File: config.mk
export PLATFORM = sky130hd
export DESIGN_NAME = fao_ctrl
export DESIGN_NICKNAME = d
export VERILOG_FILES = /design/src/fao_pkg.sv /design/src/fao_ctrl.sv
export VERILOG_INCLUDE_DIRS = /design/src /design/src/src
export SDC_FILE = /design/constraint.sdc
export NUM_CORES = 1
export LEC_CHECK = 0
export BUFFER_PORTS_ARGS = -buffer_cell sky130_fd_sc_hd__buf_2
export CORE_AREA = 2 2 39 41
export CTS_CLUSTER_SIZE = 28
export DETAILED_ROUTE_END_ITERATION = 10
export DIE_AREA = 0 0 41 43
export GPL_ROUTABILITY_DRIVEN = 0
export PLACE_DENSITY = 0.39
export SETUP_SLACK_MARGIN = 0.3
export SLEW_MARGIN = 20
export SYNTH_ARGS = -nofsm -noshare
export SYNTH_HDL_FRONTEND = slang
export SYNTH_SLANG_ARGS = --single-unit
export TNS_END_PERCENT = 10
File: constraint.sdc
create_clock -name clk -period 2.9 [get_ports clk]
set_clock_uncertainty 0.15 [all_clocks]
set_input_delay 0.58 -clock clk [delete_from_list [all_inputs] [get_ports clk]]
set_output_delay 0.58 -clock clk [all_outputs]
set_load 0.05 [all_outputs]
File: src/frame_allocate_oldest_evict_macros.svh
// assertion macros for the frame allocator
// used by the datapath and the controller, no other dependencies
`ifndef FRAME_ALLOCATE_OLDEST_EVICT_MACROS_SVH
`define FRAME_ALLOCATE_OLDEST_EVICT_MACROS_SVH
`ifndef SYNTHESIS
`define FAO_ASSERT(label, clk, rst_n, prop) \
    label: assert property (@(posedge clk) disable iff (!rst_n) (prop)) \
        else $error("assertion failed");
`define FAO_ASSERT_NEXT(label, clk, rst_n, ante, cons) \
    label: assert property (@(posedge clk) disable iff (!rst_n) (ante) |=> (cons)) \
        else $error("assertion failed");
`else
`define FAO_ASSERT(label, clk, rst_n, prop)
`define FAO_ASSERT_NEXT(label, clk, rst_n, ante, cons)
`endif
`endif

File: src/fao_pkg.sv
// shared constants and controller/datapath interface types
// no dependencies
package fao_pkg;

    localparam int FRAMES     = 256;
    localparam int TAG_BITS   = 32;
    localparam int STAMP_BITS = 32;

    localparam int FIDX_W = $clog2(FRAMES);
    localparam int CNT_W  = $clog2(FRAMES + 1);

    localparam int TAG_IN_W    = 32;
    localparam int STAMP_IN_W  = 32;
    localparam int IDX_OUT_W   = 8;
    localparam int TAG_OUT_W   = 32;

    typedef struct packed {
        logic accept;
        logic scan;
        logic tag_rd;
        logic place;
    } dp_cmd_t;

    typedef struct packed {
        logic full;
        logic scan_last;
        logic out_free;
    } dp_status_t;

endpackage

File: src/fao_ctrl.sv
// controller: sequences accept, stamp scan, tag read and placement
// depends on fao_pkg and the macros header
`include "frame_allocate_oldest_evict_macros.svh"

module fao_ctrl
    import fao_pkg::*;
(
    input  logic       clk,
    input  logic       rst_n,
    input  logic       in_valid,
    output logic       in_stall,
    input  dp_status_t status,
    output dp_cmd_t    cmd
);

    typedef enum logic [2:0] {
        S_IDLE,
        S_SCAN,
        S_DRAIN,
        S_TAG,
        S_PLACE
    } state_t;

    state_t state_reg, state_next;
    logic   in_stall_reg, in_stall_next;

    always_comb
    begin
        cmd           = '0;
        state_next    = state_reg;
        in_stall_next = in_stall_reg;
        unique case (state_reg)
            S_IDLE:
            begin
                if (in_valid && !in_stall_reg)
                begin
                    cmd.accept    = 1'b1;
                    in_stall_next = 1'b1;
                    state_next    = status.full ? S_SCAN : S_PLACE;
                end
            end
            S_SCAN:
            begin
                cmd.scan = 1'b1;
                if (status.scan_last)
                begin
                    state_next = S_DRAIN;
                end
            end
            S_DRAIN:
            begin
                state_next = S_TAG;
            end
            S_TAG:
            begin
                cmd.tag_rd = 1'b1;
                state_next = S_PLACE;
            end
            S_PLACE:
            begin
                if (status.out_free)
                begin
                    cmd.place     = 1'b1;
                    in_stall_next = 1'b0;
                    state_next    = S_IDLE;
                end
            end
            default:
            begin
                state_next = S_IDLE;
            end
        endcase
    end

    always_ff @(posedge clk or negedge rst_n)
    begin
        if (!rst_n)
        begin
            state_reg    <= S_IDLE;
            in_stall_reg <= 1'b0;
        end
        else
        begin
            state_reg    <= state_next;
            in_stall_reg <= in_stall_next;
        end
    end

    assign in_stall = in_stall_reg;

    `FAO_ASSERT(a_stall_idle, clk, rst_n, (state_reg == S_IDLE) == !in_stall_reg)
    `FAO_ASSERT_NEXT(a_accept_stall, clk, rst_n, cmd.accept, in_stall_reg)
    `FAO_ASSERT_NEXT(a_tag_place, clk, rst_n, cmd.tag_rd, state_reg == S_PLACE)

endmodule

* Word level (Yosys, flattened, before mapping) *
Index checks and enable logic that the tools add are counted.

cells by class
  muxes and demuxes = 14
  reductions and logical operators = 6
  equal/unequal tests = 7

operator list
  cell                  count
  $pmux W3 S5           1
  $mux W3               4
  $mux W1               8
  $eq A3 B2 Y1 const B  2
  $ne A2 B2 Y1 const B  3
  $reduce_and A3 Y1     2
  $eq A3 B1 Y1 const B  1
  $eq A3 B3 Y1 const B  1
  $logic_not A3 Y1      1
  $pmux W1 S2           1
  $reduce_bool A2 Y1    1
  $logic_and A1 B1 Y1   1
  $logic_not A1 Y1      1

storage, ports and cells
  word-level logic and storage cells = 29
  register bits = 4
  bits of input ports = 6
  output and inout bits = 5

* Logic depth before layout (Yosys ltp) *
Gate-level depths: netlist of the first run.

  word-level depth = 4
  depth in mapped cells = 4
  depth with buffers taken out = 3

* Worst setup path before layout of the first run *
Ideal clock, no wire load.

  path type = flip-flop to output port
  start point = register state_reg[1]
  end point = output port cmd[2] (netlist name)
  required time = 2.170 ns
  path buffers = 0
  stages on the path, launching flop included = 3
  slack = 0.979 ns
  arrival time = 1.191 ns
  cells stage by stage = dfrtp_1 nand2b_1 nor2_1

RTL lines
  element                 RTL line        source
  from (decl)             fao_ctrl.sv:24  state_t state_reg, state_next;
  from (signal assigned)  fao_ctrl.sv:84  state_reg <= state_next;
  to (decl)               fao_ctrl.sv:13  output dp_cmd_t cmd

==> key figures, run 1 <==
Finish
  • Synth-to-Final Area Change: 37.25%
  • Commonest non-fill, non-tap cell in the layout: buf_2
  • Commonest cells after routing, fill and taps aside: 10 x buf_2, 4 x dfrtp_1, 3 x nor2_1, 3 x a21oi_1, 3 x clkbuf_4
  • N_diodes: 0
  • Final non-filler cell total: 55
  • Number of flip-flops in the largest register: 3
  • Proportion of layout cells with a drive suffix above 1: 41.03%
  • Nets: 47

Setup path
  • Data arrival, critical path: 1.44 ns
  • CP top delay family: simple AND/OR/NAND/NOR gates
  • Worst endpoint required time: 2.17 ns
  • Slowest cell on crit path: dfrtp_1
  • Startpoint class of the critical path: register
  • Worst-path fanout max: 6
  • Worst path buffer plus inverter count: 1
  • Setup CP Type: register to primary output
  • CP peak stage delay: 0.42 ns
  • Critical Path Sink Type: primary output
  • Critical-path cell list: nor2_1 -> and4bb_2 -> buf_2

Placed design
  • Number of port buffers: 10
  • Pre-CTS setup slack: 0.9763 ns
  • Post-DP HPWL: 504 um
  • Dpl cells: 51

Timing
  • Tmin final: 2.172 ns
  • RSZ-0062 raised after global routing: no
  • Setup TNS: 0 ns
  • Slew headroom: 77.26%
  • Final WS setup: 0.7276 ns
  • Fin crit share: 74.91%
  • Hold Vio Cnt, Final: 0
  • Tightest Pin Transition: 0.3411 ns
  • FMAX: 460.3 MHz
  • Final count of negative-setup-slack endpoints: 0
  • Max Slew Vio Count: 0

Clocking
  • Number of H-tree levels: 1
  • CTS Root Buffer Type: clkbuf_4
  • CTS tree: yes
  • Worst-case clock buffer depth: 2
  • Clock Latency Late Sink: 0.24 ns
  • Clk sink count: 4
  • Clock transition at path regs: 0.04 ns
  • Num CTS Buffers: 3
  • Post-cts sizing count: 0

Global routing
  • Vias in the first global route: 239
  • GRT Util Overall: 8.844%
  • Initial antenna violation count: 0
  • First-pass GRT wire length: 993 um
  • Grt total ovfl: 0
  • Pin count of the biggest net entering global routing: 12

Die
  • Die area: 0.001763 sq mm
  • Die width: 41 um
  • Core ar.: 0.001384 sq mm
  • Die height: 43 um
  • Starting Density: 17.72%
  • Row cnt: 14
  • Top Ports: 11

Worst hold path
  • Worst min-delay path class: primary input to register

Pwr
  • Cell Pwr Density: 1023 mW/mm^2
  • Leakage power figure: 0.1613 nW
  • Peak supply drop: 0.3120 mV

Drt
  • Drt first pass iters: 4
  • Drt drc: 0
  • WL/cell: 12.29 um
  • Total wire length: 676 um
  • Routed vias/inst: 4.527
  • Detail Route Antenna Nets: 0
  • Initial detailed-routing violation count: 5
  • Vias after detailed routing: 249

Yosys
  • Sequential area share after synthesis: 40.82%
  • Mean Syn Cell Area: 9.432 sq um
  • Yosys reg bits: 4
  • Syn_nets: 32
  • Synth cell types: 15
  • Syn. warnings: 0
  • Cells after Synth: 26
  • Mapped cell area: 245.2 sq um

Run
  • Max Cap Violations: 0

Status
  • Status: completed
==> through the flow <==
step           utilization [%]  instance area, sq um  power (mW)  hold slack (ns)
2_1_floorplan                -                 245.2      0.2422           0.1344
3_3_place_gp             21.97                 304.0      0.2671           0.2441
3_5_place_dp             21.97                 304.0      0.2734           0.2497
4_1_cts                  24.32                 336.6      0.3491           0.4407
5_1_grt                  24.32                 336.6      0.3701           0.4590
6_report                 24.32                 336.6      0.3443           0.4457
==> repair_timing <==
item,in CTS,in global routing
setup buffers,0,0
hold buffers,1,0
endpoints found under the hold margin,4,0
==> cells in the mapped netlist <==
cell | count | area share (%)
dfrtp_1 | 4 | 41
a21oi_1 | 3 | 6.1
nor2_1 | 3 | 4.6
nand2_1 | 2 | 3.1
nand2b_1 | 2 | 5.1
nor4b_1 | 2 | 7.1
o21ai_0 | 2 | 4.1
a21bo_1 | 1 | 4.1
and3_2 | 1 | 3.1
and4bb_2 | 1 | 5.1
buf_6 | 1 | 4.6
nand3b_1 | 1 | 3.1
nor2b_1 | 1 | 2.6
o21a_1 | 1 | 3.1
o21ai_2 | 1 | 3.6
==> cells by family (layout without fill, tap and decap cells) <==
group                  after synthesis  after routing  synth area share [%]
and+or+nand+nor                     13             13                 33.68
AOI/OAI and AO/OA                    8              8                 20.92
DFF                                  4              4                 40.82
buffers and inverters                1             14                 4.592
==> power by group <==
group / leakage (nW) / internal (mW) / switching (mW)
registers: 0.0489 / 0.0770 / 0.0351
clock network: 0.0138 / 0.0464 / 0.0246
logic: 0.0986 / 0.0552 / 0.106
total: 0.161 / 0.179 / 0.166
==> worst min-delay path, stage by stage <==
cell     delay (ns)
buf_2          0.09
nand2_1        0.07
o21ai_2        0.05
==> metal layers <==
layer  up-vias  share of wire, %  global-route usage (%)
met2         9                45                   11.88
met4         0                 0                   8.000
li1        120                 -                       -
met1       120                46                   10.32
met3         0               8.9                   3.141
met5         -                 0                       0
==> layout make-up <==
cell class | count | area [sq um]
multi-input cells | 21 | 133.9
well taps | 16 | 20.02
repair buffers | 11 | 60.06
clock buffers | 3 | 22.52
flip-flops and latches | 4 | 100.1
fillers | 152 | 1047
==> worst paths after layout <==
kind                         startpoint      endpoint  slack [ns]  depth (start not counted)
max                        state_reg[0]        cmd[3]        0.73                          3
min                           status[2]  state_reg[0]        0.45                          3
max reg2reg                state_reg[2]  state_reg[2]        1.66                          3
min reg2reg                state_reg[1]  state_reg[2]        0.45                          2
max in group asynchronous         rst_n      in_stall        1.94                          2
min in group asynchronous         rst_n  state_reg[2]        0.53                          2
(Power assumes the default switching activity.)
==> inputs of run 2 (changes only) <==
--- a/config.mk
+++ b/config.mk
@@ -12,7 +12,7 @@
 export DETAILED_ROUTE_END_ITERATION = 10
 export DIE_AREA = 0 0 41 43
 export GPL_ROUTABILITY_DRIVEN = 0
-export PLACE_DENSITY = 0.39
+export PLACE_DENSITY = 0.41
 export SETUP_SLACK_MARGIN = 0.3
 export SLEW_MARGIN = 20
 export SYNTH_ARGS = -nofsm -noshare
==> constraint.sdc (replaced) <==
create_clock -name clk -period 1.75 [get_ports clk]
set_clock_uncertainty 0.15 [all_clocks]
set_input_delay 0.35 -clock clk [delete_from_list [all_inputs] [get_ports clk]]
set_output_delay 0.35 -clock clk [all_outputs]
set_load 0.05 [all_outputs]
==> key figures, run 2 (same netlist as run 1, synthesis figures left out) <==
Status
  • Status: completed

Drt
  • WL/cell: 10.34 um
  • Met3 WL: 87 um
  • Vias after detailed routing: 257
  • Uppermost routed layer: met3
  • Initial detailed-routing violation count: 5
  • Routed vias/inst: 4.431
  • Met1 WL: 235 um
  • Total wire length: 600 um
  • Met2 wire length: 277 um
  • Drt drc: 0
  • Detail Route Antenna Nets: 0
  • Drt first pass iters: 4

Finish
  • Fill count: 153
  • Nets: 50
  • Storage element area: 101.3 sq um
  • Final instance area: 411.6 sq um
  • Number of flip-flops in the largest register: 3
  • Area of the multi-input gates: 146.4 sq um
  • N_diodes: 0
  • Proportion of layout cells with a drive suffix above 1: 54.76%
  • Synth-to-Final Area Change: 67.86%
  • Commonest non-fill, non-tap cell in the layout: buf_2
  • Final non-filler cell total: 58
  • Final core utilization: 29.75%

Pwr
  • Peak supply drop: 0.4713 mV
  • Leakage power figure: 0.1814 nW
  • Cell Pwr Density: 1624 mW/mm^2
  • Overall power: 668.6 uW

Timing
  • Final count of negative-setup-slack endpoints: 0
  • Setup TNS: 0 ns
  • FMAX: 596.3 MHz
  • RSZ-0062 raised after global routing: yes
  • Tmin final: 1.677 ns
  • Tightest Pin Transition: 0.2417 ns
  • Fin crit share: 95.83%
  • Final WS setup: 0.07291 ns
  • Slew headroom: 83.66%
  • Max Slew Vio Count: 0
  • Hold Vio Cnt, Final: 0
  • Final Hold Slack: 0.2090 ns

Die
  • Row cnt: 14
  • Core ar.: 0.001384 sq mm
  • Die width: 41 um
  • Top Ports: 11
  • Starting Density: 17.72%
  • Die area: 0.001763 sq mm
  • Die height: 43 um

Placed design
  • Number of port buffers: 10
  • Dpl cells: 53
  • Placed cell areas: 324.1 sq um
  • Post-DP HPWL: 468 um
  • Pre-CTS setup slack: 0.1718 ns

Global routing
  • First-pass GRT wire length: 1.097 mm
  • Grt total ovfl: 0
  • Vias in the first global route: 259
  • Initial antenna violation count: 0
  • GRT Util Overall: 10.07%
  • Pin count of the biggest net entering global routing: 7

Setup path
  • Worst R2R Start: state_reg[2]
  • Reg2reg end: state_reg[0]
  • Data arrival, critical path: 1.18 ns
  • CP peak stage delay: 0.40 ns
  • R2R depth: 4
  • Worst endpoint required time: 1.25 ns
  • Slowest cell on crit path: dfrtp_1
  • Worst path buffer plus inverter count: 1
  • Critical Path Sink Type: primary output
  • Setup CP Type: register to primary output
  • Worst-path fanout max: 5
  • Startpoint class of the critical path: register
  • CP top delay family: flip-flops
  • Critical-path cell list: nor2_2 -> and4bb_2 -> buf_6
  • R2r setup slk: 0.49 ns

Clocking
  • Worst-case clock buffer depth: 2
  • CTS tree: yes
  • Clk sink count: 4
  • Num CTS Buffers: 3
  • Clock transition at path regs: 0.03 ns
  • Clock Latency Late Sink: 0.23 ns
  • CTS Root Buffer Type: clkbuf_4
  • Number of H-tree levels: 1

Worst hold path
  • Worst min-delay path class: primary input to register
  • Hold path cells: 3
  • WHS Endpoint: state_reg[0]
  • Hold Crit Start: status[2]

Run
  • Max Cap Violations: 0
[run 2: area by class of cell]
type                            instances  area share (%)
Clock buffer                            3           5.471
Timing Repair Buffer                   14           29.48
Sequential cell                         4           24.62
Tap cell                               16           4.863
Multi-Input combinational cell         21           35.56
[run 2: routing by layer]
| layer | vias to the layer above | GRT usage [%] |
|---|---|---|
| li1 | 127 | - |
| met1 | 117 | 11.36 |
| met2 | 13 | 12.50 |
| met3 | 0 | 9.948 |
| met4 | 0 | 4.000 |
| met5 | - | 0 |
[run 2: repair_timing]
item	CTS	global route
pin swaps	0	1
hold buffers	1	0
resized for setup	4	14
endpoints found under the setup margin	4	5
endpoints found under the hold margin	4	0
buffers inserted	1	0
[run 2: worst max path at each step]
| stage | end | from | cells past startpoint |
|---|---|---|---|
| after floorplan | cmd[3] | in_stall | 1 |
| after global placement | cmd[3] | state_reg[0] | 3 |
| after detailed placement | cmd[3] | state_reg[0] | 3 |
| after CTS | cmd[3] | state_reg[1] | 3 |
| after global routing | cmd[3] | state_reg[1] | 3 |
| final | cmd[3] | state_reg[1] | 3 |
[run 2: where the power goes]
group	switching (mW)	leakage (nW)	internal, mW
clock	0.0331	0.0138	0.0764
sequential	0.0461	0.0474	0.130
combinational	0.211	0.120	0.173
[run 2: worst register-to-register path, stage by stage (launching register included)]
cell	delay (ns)
dfrtp_2	0.43
buf_6	0.15
nor4b_1	0.29
nand2_1	0.11
o21ai_2	0.06
